<file path="src/hw/rtl/sha_pkg.sv">
// ----------------------------------------------------------------------------
// SHA-256 stream hasher package
// Shared types, constants and round functions.
// ----------------------------------------------------------------------------
`default_nettype none

package sha_pkg;

   localparam int unsigned WordWidth  = 32;
   localparam int unsigned QueueDepth = 4;
   localparam int unsigned QueueAw    = $clog2(QueueDepth);

   typedef logic [WordWidth-1:0] word_type;

   typedef struct packed {
      logic     last;
      word_type word;
   } qentry_type;

   localparam word_type RoundK [64] = '{
      32'h428a2f98, 32'h71374491, 32'hb5c0fbcf, 32'he9b5dba5,
      32'h3956c25b, 32'h59f111f1, 32'h923f82a4, 32'hab1c5ed5,
      32'hd807aa98, 32'h12835b01, 32'h243185be, 32'h550c7dc3,
      32'h72be5d74, 32'h80deb1fe, 32'h9bdc06a7, 32'hc19bf174,
      32'he49b69c1, 32'hefbe4786, 32'h0fc19dc6, 32'h240ca1cc,
      32'h2de92c6f, 32'h4a7484aa, 32'h5cb0a9dc, 32'h76f988da,
      32'h983e5152, 32'ha831c66d, 32'hb00327c8, 32'hbf597fc7,
      32'hc6e00bf3, 32'hd5a79147, 32'h06ca6351, 32'h14292967,
      32'h27b70a85, 32'h2e1b2138, 32'h4d2c6dfc, 32'h53380d13,
      32'h650a7354, 32'h766a0abb, 32'h81c2c92e, 32'h92722c85,
      32'ha2bfe8a1, 32'ha81a664b, 32'hc24b8b70, 32'hc76c51a3,
      32'hd192e819, 32'hd6990624, 32'hf40e3585, 32'h106aa070,
      32'h19a4c116, 32'h1e376c08, 32'h2748774c, 32'h34b0bcb5,
      32'h391c0cb3, 32'h4ed8aa4a, 32'h5b9cca4f, 32'h682e6ff3,
      32'h748f82ee, 32'h78a5636f, 32'h84c87814, 32'h8cc70208,
      32'h90befffa, 32'ha4506ceb, 32'hbef9a3f7, 32'hc67178f2
   };

   localparam word_type InitHash [8] = '{
      32'h6a09e667, 32'hbb67ae85, 32'h3c6ef372, 32'ha54ff53a,
      32'h510e527f, 32'h9b05688c, 32'h1f83d9ab, 32'h5be0cd19
   };

   localparam logic [7:0] PadByte = 8'h80;

   function automatic word_type rotr(input word_type v, input int unsigned n);
      rotr = (v >> n) | (v << (WordWidth - n));
   endfunction

   function automatic word_type ssig0(input word_type x);
      ssig0 = rotr(x, 7) ^ rotr(x, 18) ^ (x >> 3);
   endfunction

   function automatic word_type ssig1(input word_type x);
      ssig1 = rotr(x, 17) ^ rotr(x, 19) ^ (x >> 10);
   endfunction

   function automatic word_type bsig0(input word_type x);
      bsig0 = rotr(x, 2) ^ rotr(x, 13) ^ rotr(x, 22);
   endfunction

   function automatic word_type bsig1(input word_type x);
      bsig1 = rotr(x, 6) ^ rotr(x, 11) ^ rotr(x, 25);
   endfunction

endpackage

`default_nettype wire

</file>
<file path="src/hw/rtl/sha_front.sv">
// ----------------------------------------------------------------------------
// SHA-256 front end
// Packs message bytes into big-endian words, counts the message length and
// generates the padding and length words when a message is finished.
// ----------------------------------------------------------------------------
`default_nettype none

module sha_front (
   input  wire logic               clock,
   input  wire logic               reset,
   input  wire logic               req_valid,
   output logic                    req_ready,
   input  wire logic               req_kind,
   input  wire logic [7:0]         req_data_byte,
   output logic                    push,
   output sha_pkg::qentry_type     push_entry,
   input  wire logic               full
);
   import sha_pkg::*;

   typedef enum logic [1:0] {
      FR_IDLE = 2'b01,
      FR_PAD  = 2'b10
   } fstate_type;

   fstate_type  state_ff, state_in;
   logic [5:0]  fill_ff, fill_in;
   logic [63:0] bits_ff, bits_in;
   logic [23:0] acc_ff, acc_in;
   logic [3:0]  idx_ff, idx_in;
   logic        first_ff, first_in;
   logic        extra_ff, extra_in;
   logic        take;
   word_type    pad_word;

   assign req_ready = (state_ff == FR_IDLE) && !full;
   assign take      = req_valid && req_ready;

   always_comb begin
      case (fill_ff[1:0])
         2'd0:    pad_word = {PadByte, 24'h0};
         2'd1:    pad_word = {acc_ff[7:0], PadByte, 16'h0};
         2'd2:    pad_word = {acc_ff[15:0], PadByte, 8'h0};
         default: pad_word = {acc_ff[23:0], PadByte};
      endcase
   end

   always_comb begin
      state_in   = state_ff;
      fill_in    = fill_ff;
      bits_in    = bits_ff;
      acc_in     = acc_ff;
      idx_in     = idx_ff;
      first_in   = first_ff;
      extra_in   = extra_ff;
      push       = 1'b0;
      push_entry = '0;
      case (state_ff)
         FR_IDLE: begin
            if (take) begin
               if (!req_kind) begin
                  acc_in  = {acc_ff[15:0], req_data_byte};
                  fill_in = fill_ff + 6'd1;
                  bits_in = bits_ff + 64'd8;
                  if (fill_ff[1:0] == 2'd3) begin
                     push       = 1'b1;
                     push_entry = '{last: 1'b0, word: {acc_ff, req_data_byte}};
                  end
               end else begin
                  state_in = FR_PAD;
                  idx_in   = fill_ff[5:2];
                  first_in = 1'b1;
                  extra_in = (fill_ff[5:2] >= 4'd14);
               end
            end
         end
         FR_PAD: begin
            if (!full) begin
               push = 1'b1;
               if (first_ff) begin
                  push_entry.word = pad_word;
               end else if (!extra_ff && idx_ff == 4'd14) begin
                  push_entry.word = bits_ff[63:32];
               end else if (!extra_ff && idx_ff == 4'd15) begin
                  push_entry.word = bits_ff[31:0];
                  push_entry.last = 1'b1;
               end else begin
                  push_entry.word = '0;
               end
               first_in = 1'b0;
               idx_in   = idx_ff + 4'd1;
               if (idx_ff == 4'd15) begin
                  extra_in = 1'b0;
               end
               if (push_entry.last) begin
                  state_in = FR_IDLE;
                  fill_in  = '0;
                  bits_in  = '0;
               end
            end
         end
         default: begin
            state_in = FR_IDLE;
         end
      endcase
   end

   always_ff @(posedge clock) begin
      if (reset) begin
         state_ff <= FR_IDLE;
         fill_ff  <= '0;
         bits_ff  <= '0;
         first_ff <= 1'b0;
         extra_ff <= 1'b0;
         idx_ff   <= '0;
      end else begin
         state_ff <= state_in;
         fill_ff  <= fill_in;
         bits_ff  <= bits_in;
         first_ff <= first_in;
         extra_ff <= extra_in;
         idx_ff   <= idx_in;
      end
      acc_ff <= acc_in;
   end

endmodule

`default_nettype wire

</file>
<file path="src/hw/rtl/sha_queue.sv">
// ----------------------------------------------------------------------------
// SHA-256 word queue
// A short first-in first-out buffer of message words between the two halves.
// ----------------------------------------------------------------------------
`default_nettype none

module sha_queue (
   input  wire logic                clock,
   input  wire logic                reset,
   input  wire logic                push,
   input  wire sha_pkg::qentry_type push_entry,
   output logic                     full,
   input  wire logic                pop,
   output sha_pkg::qentry_type      pop_entry,
   output logic                     empty
);
   import sha_pkg::*;

   qentry_type         mem_ff [QueueDepth];
   logic [QueueAw-1:0] wr_ff, rd_ff;
   logic [QueueAw:0]   cnt_ff;

   assign full      = (cnt_ff == (QueueAw+1)'(QueueDepth));
   assign empty     = (cnt_ff == '0);
   assign pop_entry = mem_ff[rd_ff];

   always_ff @(posedge clock) begin
      if (reset) begin
         wr_ff  <= '0;
         rd_ff  <= '0;
         cnt_ff <= '0;
      end else begin
         if (push) begin
            wr_ff <= wr_ff + 1'b1;
         end
         if (pop) begin
            rd_ff <= rd_ff + 1'b1;
         end
         if (push && !pop) begin
            cnt_ff <= cnt_ff + 1'b1;
         end else if (pop && !push) begin
            cnt_ff <= cnt_ff - 1'b1;
         end
      end
      if (push) begin
         mem_ff[wr_ff] <= push_entry;
      end
   end

endmodule

`default_nettype wire

</file>
<file path="src/hw/rtl/sha_back.sv">
// ----------------------------------------------------------------------------
// SHA-256 compression engine
// Collects sixteen words, runs 64 rounds, updates the chaining state and,
// after the last block of a message, presents the digest one word at a time.
// ----------------------------------------------------------------------------
`default_nettype none

module sha_back (
   input  wire logic                clock,
   input  wire logic                reset,
   output logic                     pop,
   input  wire sha_pkg::qentry_type pop_entry,
   input  wire logic                empty,
   output logic                     rsp_valid,
   input  wire logic                rsp_ready,
   output logic [31:0]              rsp_digest_word,
   output logic [2:0]               rsp_word_index,
   output logic                     rsp_last_word
);
   import sha_pkg::*;

   typedef enum logic [3:0] {
      BK_LOAD  = 4'b0001,
      BK_ROUND = 4'b0010,
      BK_SUM   = 4'b0100,
      BK_OUT   = 4'b1000
   } bstate_type;

   bstate_type state_ff;
   word_type   w_ff [16];
   word_type   r_ff [8];
   word_type   h_ff [8];
   logic [3:0] cnt_ff;
   logic [5:0] t_ff;
   logic [2:0] oidx_ff;
   logic       last_ff;
   word_type   w_new, t1, t2;

   assign pop             = (state_ff == BK_LOAD) && !empty;
   assign rsp_valid       = (state_ff == BK_OUT);
   assign rsp_digest_word = h_ff[oidx_ff];
   assign rsp_word_index  = oidx_ff;
   assign rsp_last_word   = (oidx_ff == 3'd7);

   assign w_new = w_ff[0] + ssig0(w_ff[1]) + w_ff[9] + ssig1(w_ff[14]);
   assign t1 = r_ff[7] + bsig1(r_ff[4]) + ((r_ff[4] & r_ff[5]) ^ (~r_ff[4] & r_ff[6]))
               + RoundK[t_ff] + w_ff[0];
   assign t2 = bsig0(r_ff[0])
               + ((r_ff[0] & r_ff[1]) ^ (r_ff[0] & r_ff[2]) ^ (r_ff[1] & r_ff[2]));

   always_ff @(posedge clock) begin
      if (reset) begin
         state_ff <= BK_LOAD;
         cnt_ff   <= '0;
         t_ff     <= '0;
         oidx_ff  <= '0;
         last_ff  <= 1'b0;
         for (int i = 0; i < 8; i++) begin
            h_ff[i] <= InitHash[i];
         end
      end else begin
         case (state_ff)
            BK_LOAD: begin
               if (pop) begin
                  cnt_ff <= cnt_ff + 4'd1;
                  if (cnt_ff == 4'd15) begin
                     last_ff  <= pop_entry.last;
                     t_ff     <= '0;
                     state_ff <= BK_ROUND;
                  end
               end
            end
            BK_ROUND: begin
               t_ff <= t_ff + 6'd1;
               if (t_ff == 6'd63) begin
                  state_ff <= BK_SUM;
               end
            end
            BK_SUM: begin
               for (int i = 0; i < 8; i++) begin
                  h_ff[i] <= h_ff[i] + r_ff[i];
               end
               oidx_ff  <= '0;
               state_ff <= last_ff ? BK_OUT : BK_LOAD;
            end
            BK_OUT: begin
               if (rsp_ready) begin
                  oidx_ff <= oidx_ff + 3'd1;
                  if (oidx_ff == 3'd7) begin
                     for (int i = 0; i < 8; i++) begin
                        h_ff[i] <= InitHash[i];
                     end
                     state_ff <= BK_LOAD;
                  end
               end
            end
            default: begin
               state_ff <= BK_LOAD;
            end
         endcase
      end
      if (pop) begin
         for (int i = 0; i < 15; i++) begin
            w_ff[i] <= w_ff[i+1];
         end
         w_ff[15] <= pop_entry.word;
         if (cnt_ff == 4'd15) begin
            for (int i = 0; i < 8; i++) begin
               r_ff[i] <= h_ff[i];
            end
         end
      end else if (state_ff == BK_ROUND) begin
         for (int i = 0; i < 15; i++) begin
            w_ff[i] <= w_ff[i+1];
         end
         w_ff[15] <= w_new;
         r_ff[7]  <= r_ff[6];
         r_ff[6]  <= r_ff[5];
         r_ff[5]  <= r_ff[4];
         r_ff[4]  <= r_ff[3] + t1;
         r_ff[3]  <= r_ff[2];
         r_ff[2]  <= r_ff[1];
         r_ff[1]  <= r_ff[0];
         r_ff[0]  <= t1 + t2;
      end
   end

endmodule

`default_nettype wire

</file>
<file path="src/hw/rtl/sha256_stream_hasher_top.sv">
// ----------------------------------------------------------------------------
// SHA-256 stream hasher
// Hashes a byte stream and returns the eight digest words on finish.
//
//   Channel   Direction  Carries
//   req_      in         kind, data_byte (one byte or a finish request)
//   rsp_      out        digest_word, word_index, last_word
//
// A data byte is taken while the front is idle and the word queue has room.
// The engine loads the sixteen words of a 64-byte block, runs 64 rounds and
// updates the state before it takes the next block; this sets the sustained rate.
// A finish request holds off new requests until all padding words are queued.
// Reset is synchronous and restores the initial hash state.
// A stalled response holds the engine; the front keeps filling the queue.
// ----------------------------------------------------------------------------
`default_nettype none

module sha256_stream_hasher_top (
   input  wire logic        clock,
   input  wire logic        reset,
   input  wire logic        req_valid,
   output logic             req_ready,
   input  wire logic        req_kind,
   input  wire logic [7:0]  req_data_byte,
   output logic             rsp_valid,
   input  wire logic        rsp_ready,
   output logic [31:0]      rsp_digest_word,
   output logic [2:0]       rsp_word_index,
   output logic             rsp_last_word
);
   import sha_pkg::*;

   logic       push, full, pop, empty;
   qentry_type push_entry, pop_entry;

   sha_front u_front (
      .clock, .reset, .req_valid, .req_ready, .req_kind, .req_data_byte,
      .push, .push_entry, .full
   );

   sha_queue u_queue (
      .clock, .reset, .push, .push_entry, .full, .pop, .pop_entry, .empty
   );

   sha_back u_back (
      .clock, .reset, .pop, .pop_entry, .empty, .rsp_valid, .rsp_ready,
      .rsp_digest_word, .rsp_word_index, .rsp_last_word
   );

endmodule

`default_nettype wire

</file>
<file path="config.mk">
export PLATFORM = sky130hd
export DESIGN_NAME = sha256_stream_hasher_top
export DESIGN_NICKNAME = d
export VERILOG_FILES = /design/src/hw/rtl/sha_pkg.sv /design/src/hw/rtl/sha_front.sv /design/src/hw/rtl/sha_queue.sv /design/src/hw/rtl/sha_back.sv /design/src/hw/rtl/sha256_stream_hasher_top.sv
export SDC_FILE = /design/constraint.sdc
export NUM_CORES = 2
export LEC_CHECK = 0
export BUFFER_PORTS_ARGS = -buffer_cell sky130_fd_sc_hd__clkbuf_2
export CORE_MARGIN = 3
export CORE_UTILIZATION = 40
export CTS_BUF_LIST = sky130_fd_sc_hd__clkbuf_4 sky130_fd_sc_hd__clkbuf_8
export CTS_CLUSTER_SIZE = 24
export DETAILED_ROUTE_END_ITERATION = 16
export GPL_ROUTABILITY_DRIVEN = 1
export GPL_TIMING_DRIVEN = 0
export PLACE_DENSITY = 0.66
export SETUP_SLACK_MARGIN = 0.2
export SLEW_MARGIN = 20
export SYNTH_ARGS = -nofsm -noshare
export SYNTH_HDL_FRONTEND = slang
export SYNTH_SLANG_ARGS = --single-unit
</file>
<file path="constraint.sdc">
create_clock -name clock -period 13.64 [get_ports clock]
set_input_delay 2.046 -clock clock [delete_from_list [all_inputs] [get_ports clock]]
set_output_delay 2.046 -clock clock [all_outputs]
set_load 0.02 [all_outputs]
</file>
Word level (Yosys, flattened, before mapping)
Memories as Yosys holds them, arrays and structs flattened. A register that Yosys moved wholly into a read port is not among the register bits.
Cells that the tools add are included.

operators by class
  add/subtract/negate cells = 28
  order comparisons = 2
  eq/ne operators = 26
  muxes and demuxes = 127
  bitwise logic cells = 69
  reduce and logical (&&, ||, !) cells = 28

operators with widths
  cell                                                              count
  32-bit two-way mux                                                46
  32-bit adder                                                      18
  32-bit XOR                                                        9
  64-bit two-way mux                                                4
  32-bit bitwise AND                                                5
  64-bit one-hot mux with 2 select lines                            1
  33-bit two-way mux                                                3
  32-bit one-hot mux with 3 select lines                            1
  33-bit one-hot mux with 2 select lines                            1
  64-bit by 4-bit adder with 64-bit output (second input constant)  1
  1-bit OR                                                          40
  1-bit two-way mux                                                 36
  4-bit two-way mux                                                 9
  6-bit two-way mux                                                 6
  32-bit inverter                                                   1
  10-bit by 32-bit OR with 32-bit output                            1
  13-bit by 32-bit OR with 32-bit output                            1
  14-bit by 32-bit OR with 32-bit output                            1
  15-bit by 32-bit OR with 32-bit output                            1
  19-bit by 32-bit OR with 32-bit output                            1
  21-bit by 32-bit OR with 32-bit output                            1
  25-bit by 32-bit OR with 32-bit output                            1
  26-bit by 32-bit OR with 32-bit output                            1
  30-bit by 32-bit OR with 32-bit output                            1
  other kinds (39)                                                  90

storage, ports and cells
  flip-flop bits (word level) = 127
  bits in writable memories = 1156
  ROM bits = 2048
  input bits = 13
  output and inout bits = 38
  memories = 5

memories
  name             depth  width  rd ports  clocked after memory_dff  write ports  RTL line         source
  (no name shown)  64     32     1         0                         0            sha_back.sv:47   + RoundK[t_ff] + w_ff[0];
  u_back.w_ff      16     32     16        0                         16           sha_back.sv:30   word_type w_ff [16];
  u_back.h_ff      8      32     9         1                         8            sha_back.sv:32   word_type h_ff [8];
  u_back.r_ff      8      32     8         0                         8            sha_back.sv:31   word_type r_ff [8];
  u_queue.mem_ff   4      33     1         1                         1            sha_queue.sv:19  qentry_type mem_ff [QueueDepth];

Longest topological paths before layout
  depth in word-level cells = 10
  gate-level depth with buffers = 41
  gate-level depth less buffers = 38

Hierarchy
A second synthesis with hierarchy kept.

second synthesis, totals
  cell total of the unflattened synthesis = 6981
  area total of the unflattened synthesis = 75877.8 µm²

by module, submodules not included
  module     instances  cells each  area an instance (µm²)  sequential area each (µm²)
  sha_back   1          6084        64939.8                 29888.7
  sha_front  1          680         5700.5                  2222.1
  sha_queue  1          217         5237.5                  4144.0

Worst setup path after synthesis
No wires, ideal clock.

  path kind = flip-flop to flip-flop
  from = register u_queue.cnt_ff[0]
  to = memory u_back.w_ff[0][0] (netlist name), enable pin
  setup time = 3.632 ns
  data arrival time = 9.977 ns
  data required time = 10.008 ns
  setup slack = 0.031 ns
  cell stages (with the launch flop) = 8
  buffers on the path = 3
  cell sequence = dfxtp_1 > or3_1 > and2_1 > clkbuf_1 > inv_1 > clkbuf_1 > clkbuf_1 > nand2_1

RTL lines
  element                 RTL line         source
  start, declared         sha_queue.sv:21  logic [QueueAw:0] cnt_ff;
  start signal, assigned  sha_queue.sv:40  cnt_ff <= cnt_ff + 1'b1;
  start signal, assigned  sha_queue.sv:42  cnt_ff <= cnt_ff - 1'b1;
  end, declared           sha_back.sv:30

==> metrics.yaml <==
tritoncts: "yes"
reg2reg_slack_ns: 1.64
netlist_area_um2: 75400
detail_route.iter0.violations: 6654
post_synth_num_cell_types: 110
synth_cells: 6946
grt_max_degree: 111
yosys_register_bits: 1285
slew_violations: 0
htree_levels: 4
finalWirelength_um: 263000
largest_family_of_logic_cells_by_synthesized_area: "compound AO/OA/AOI/OAI gates"
globalRouteTotalUtil_pct: 26.6
syn_to_final_growth_pct: 11.5
port_buffers: 49
mean_number_of_vias_per_cell: 5.84
crit_path_start_kind: "flop"
most_numerous_cell_types_in_the_synthesized_netlist: "nand2_1, edfxtp_1, a21oi_1, nor2_1, ha_1"
clockRootBuffer: "clkbuf_8"
crit_path_end: "u_back.r_ff[0][31]$_DFFE_PP_"
cts_inserted_buffers: 220
hpwlAfterDp_um: 202000
cts_post_setup_buffers_inserted: 0
xor_xnor_share_of_the_synthesized_area_pct: 7.21
start_point_of_the_critical_path: "u_back.t_ff[1]$_SDFFE_PP0P_"
power_density_nw_per_um2: 284
initial_utilization_pct: 40.5
worst_hold_path.num_cells: 0
final_net_count: 7854
fmax_mhz: 83.3
clkTransAtPathRegs_ns: 0.07
timing.critical_path.required_ns: 14.49
post-synth-top-count-cell: "nand2_1"
critical_path_class: "reg -> reg"
io_pins: 51
number_of_cells_on_the_worst_reg_to_reg_path: 37
fin_crit_ns: 12.00
dieHeight_um: 440
peak_ir_drop_on_the_vdd_network_mv: 0.516
dr_wl_met3_um: 24100
wl_per_instance_um: 26.5
timing.setup.tns_ns: 0
drtPass1Iterations: 6
maxUsedRoutingLayer: "met5"
synthArstFlopShare_pct: 0
share_of_layout_cells_above_drive_strength_1_pct: 9.28
cts.hold.buffers_added: 0
synth-compound-area-share_pct: 12.9
outcome: "finished, final reports clean"
number_of_warnings_reported_in_the_yosys_synthesis_log: 0
worstHoldPathType: "reg -> reg"
antenna_found_initial: 12
std_cell_rows: 158
global_route_wire_length_before_repair_um: 376000
avgSynthCellArea_um2: 10.9
fin_skew_ns: 0.109
gp_congestion: 1.02
tritoncts_num_sinks: 1285
fillers: 17300
hold_violations_final: 0
report.power.total_mw: 23.9
finalSetupViolCount: 0
cts_resized: 0
synth_top_flop_cell: "edfxtp_1"
clockBufferDepth: 3
drt-met1-wl_um: 108000
synth_enable_flop_cells: 1052
total_leakage_power_nw: 31.6
setup_repair_after_global_routing_missed_its_margin: "false"
drc_errors: 0
rr_endpoint: "u_back.r_ff[0][31]$_DFFE_PP_"
combined_flip_flop_and_latch_cell_area_um2: 36300
max_cap_viol_count: 0
synth.area.top_cells: "edfxtp_1, ha_1, dfxtp_1"
core_area_um2: 186000
first_global_vias: 55400
globalRoute.totalOverflow: 0
slowest_delay_ns: 0.84
antenna_left: 0
synthAdderAreaFrac_pct: 12.2
tightest_slew_ns: 1.30
worst_hold_slack_ns: 0.342
r2r-start: "u_back.t_ff[1]$_SDFFE_PP0P_"
post-synth-top-area-cell: "edfxtp_1"
worstSkewPairLatency_ns: 1.02
wl_met2_um: 114000
max-slew-margin-rel_pct: 13.1
synth.top_cell.area_share_pct: 41.9
dieArea_um2: 194000
critPathArrivalTime_ns: 12.85
fp.dieW_um: 440
portion_of_the_post_synthesis_area_used_by_sequential_elements_pct: 48.1
multiInputGateArea_um2: 36900
num_vias: 57800
kind_of_capture_point_of_the_worst_setup_path: "flop"
cp_slowest_cell: "dfxtp_1"
min_period_over_period_pct: 88.0
yosys.area_share.simple_pct: 12.3
synth.mux.area_fraction_pct: 4.26
synth_nets: 7562
timing.critical_path.fanout_max: 16
## power by group
group          switching, mW  total [mW]  internal [mW]
sequential             0.652        6.49           5.84
combinational           8.29        13.7           5.36
clock                   1.72        3.74           2.02
total                   10.7        23.9           13.2
## sequential cells by signal (all words and copies together) (netlist names), named ones only
register / flops
u_back.cnt_ff: 4
u_back.h_ff: 256
u_back.last_ff: 1
u_back.r_ff: 256
u_back.rsp_word_index: 3
u_back.state_ff: 4
u_back.t_ff: 6
u_back.w_ff: 512
u_front.acc_ff: 24
u_front.bits_ff: 61
u_front.extra_ff: 1
u_front.fill_ff: 6
u_front.first_ff: 1
u_front.idx_ff: 4
u_front.state_ff: 2
u_queue.cnt_ff: 3
u_queue.mem_ff: 132
u_queue.rd_ff: 2
u_queue.wr_ff: 2
## worst max-delay path: cells and delay by family, from the launching register on
kind            cells  cell delay [ns]
simple gates        4             1.18
fa+ha+maj           7             3.18
buf+inv             7             1.73
xor+xnor            2             0.60
compound gates     17             4.29
flops               1             0.84
## how the worst min path moves through the flow
stage,startpoint,endpoint,slack (ns)
floorplan,u_back.w_ff[0][132]$_DFFE_PP_,u_back.w_ff[0][100]$_DFFE_PP_,0.40
global placement,u_back.w_ff[1][89]$_DFFE_PP_,u_back.w_ff[1][57]$_DFFE_PP_,0.40
detailed placement,u_back.w_ff[0][168]$_DFFE_PP_,u_back.w_ff[0][136]$_DFFE_PP_,0.40
CTS,u_back.w_ff[1][174]$_DFFE_PP_,u_back.w_ff[1][142]$_DFFE_PP_,0.35
global route,u_back.w_ff[1][174]$_DFFE_PP_,u_back.w_ff[1][142]$_DFFE_PP_,0.39
finish,u_back.w_ff[1][174]$_DFFE_PP_,u_back.w_ff[1][142]$_DFFE_PP_,0.34
## placed cells by master, fill, tap and decap left out, types with 17 or more instances in the layout
cell / count
or3_1: 40
or2_2: 22
nor2_1: 409
clkbuf_4: 73
o21ai_0: 370
fa_1: 196
and2_1: 24
ha_1: 407
clkbuf_1: 266
a221oi_1: 42
maj3_1: 22
o21ai_1: 26
mux2_2: 55
and3_1: 54
nand2b_1: 79
o21a_1: 54
a21oi_1: 463
nor3_1: 97
o31ai_1: 29
clkinv_2: 17
nand4_1: 33
nand3_1: 115
dfxtp_1: 233
o211ai_1: 37
edfxtp_1: 1052
nand2_1: 1073
mux2i_1: 25
inv_1: 285
clkinv_1: 60
a31oi_1: 62
buf_1: 33
mux4_2: 104
a211oi_1: 63
a21o_1: 174
xnor2_1: 375
o21bai_1: 39
xor2_1: 243
clkbuf_2: 65
nor2b_1: 56
clkbuf_8: 231
## area by class of cell
| type | instances | area share, % |
|---|---|---|
| multi-input cells | 5048 | 43.9 |
| flip-flops and latches | 1285 | 43.1 |
| clock buffers | 304 | 4.43 |
| well taps | 2480 | 3.69 |
| plain buffers | 324 | 1.51 |
| inverters | 289 | 1.29 |
| clock inverters | 102 | 1.16 |
| repair buffers | 70 | 0.893 |
| diodes | 2 | 0.00595 |
## per-layer routing
layer	vias up	GRT usage [%]
li1	25600	-
met1	28400	36.0
met2	3120	40.0
met3	644	5.07
met4	2	14.9
met5	-	0
## cell families after synthesis
| family | count (synthesis) |
|---|---|
| xor+xnor | 619 |
| buf+inv | 613 |
| flops | 1285 |
| mux | 184 |
| simple gates | 2083 |
| compound gates | 1537 |
| fa+ha+maj | 625 |
## stage by stage
stage	area, um^2	worst slack (ns)	cells	util, %
finish	84100	1.64	9904	45.1
global route	84100	1.32	9904	45.1
CTS	84100	1.85	9902	45.1
detailed placement	79400	1.88	9496	42.6
global placement	78800	0.870	9475	42.3
floorplan	75400	5.04	6946	-
No activity file was read; power rests on OpenSTA's default activity.
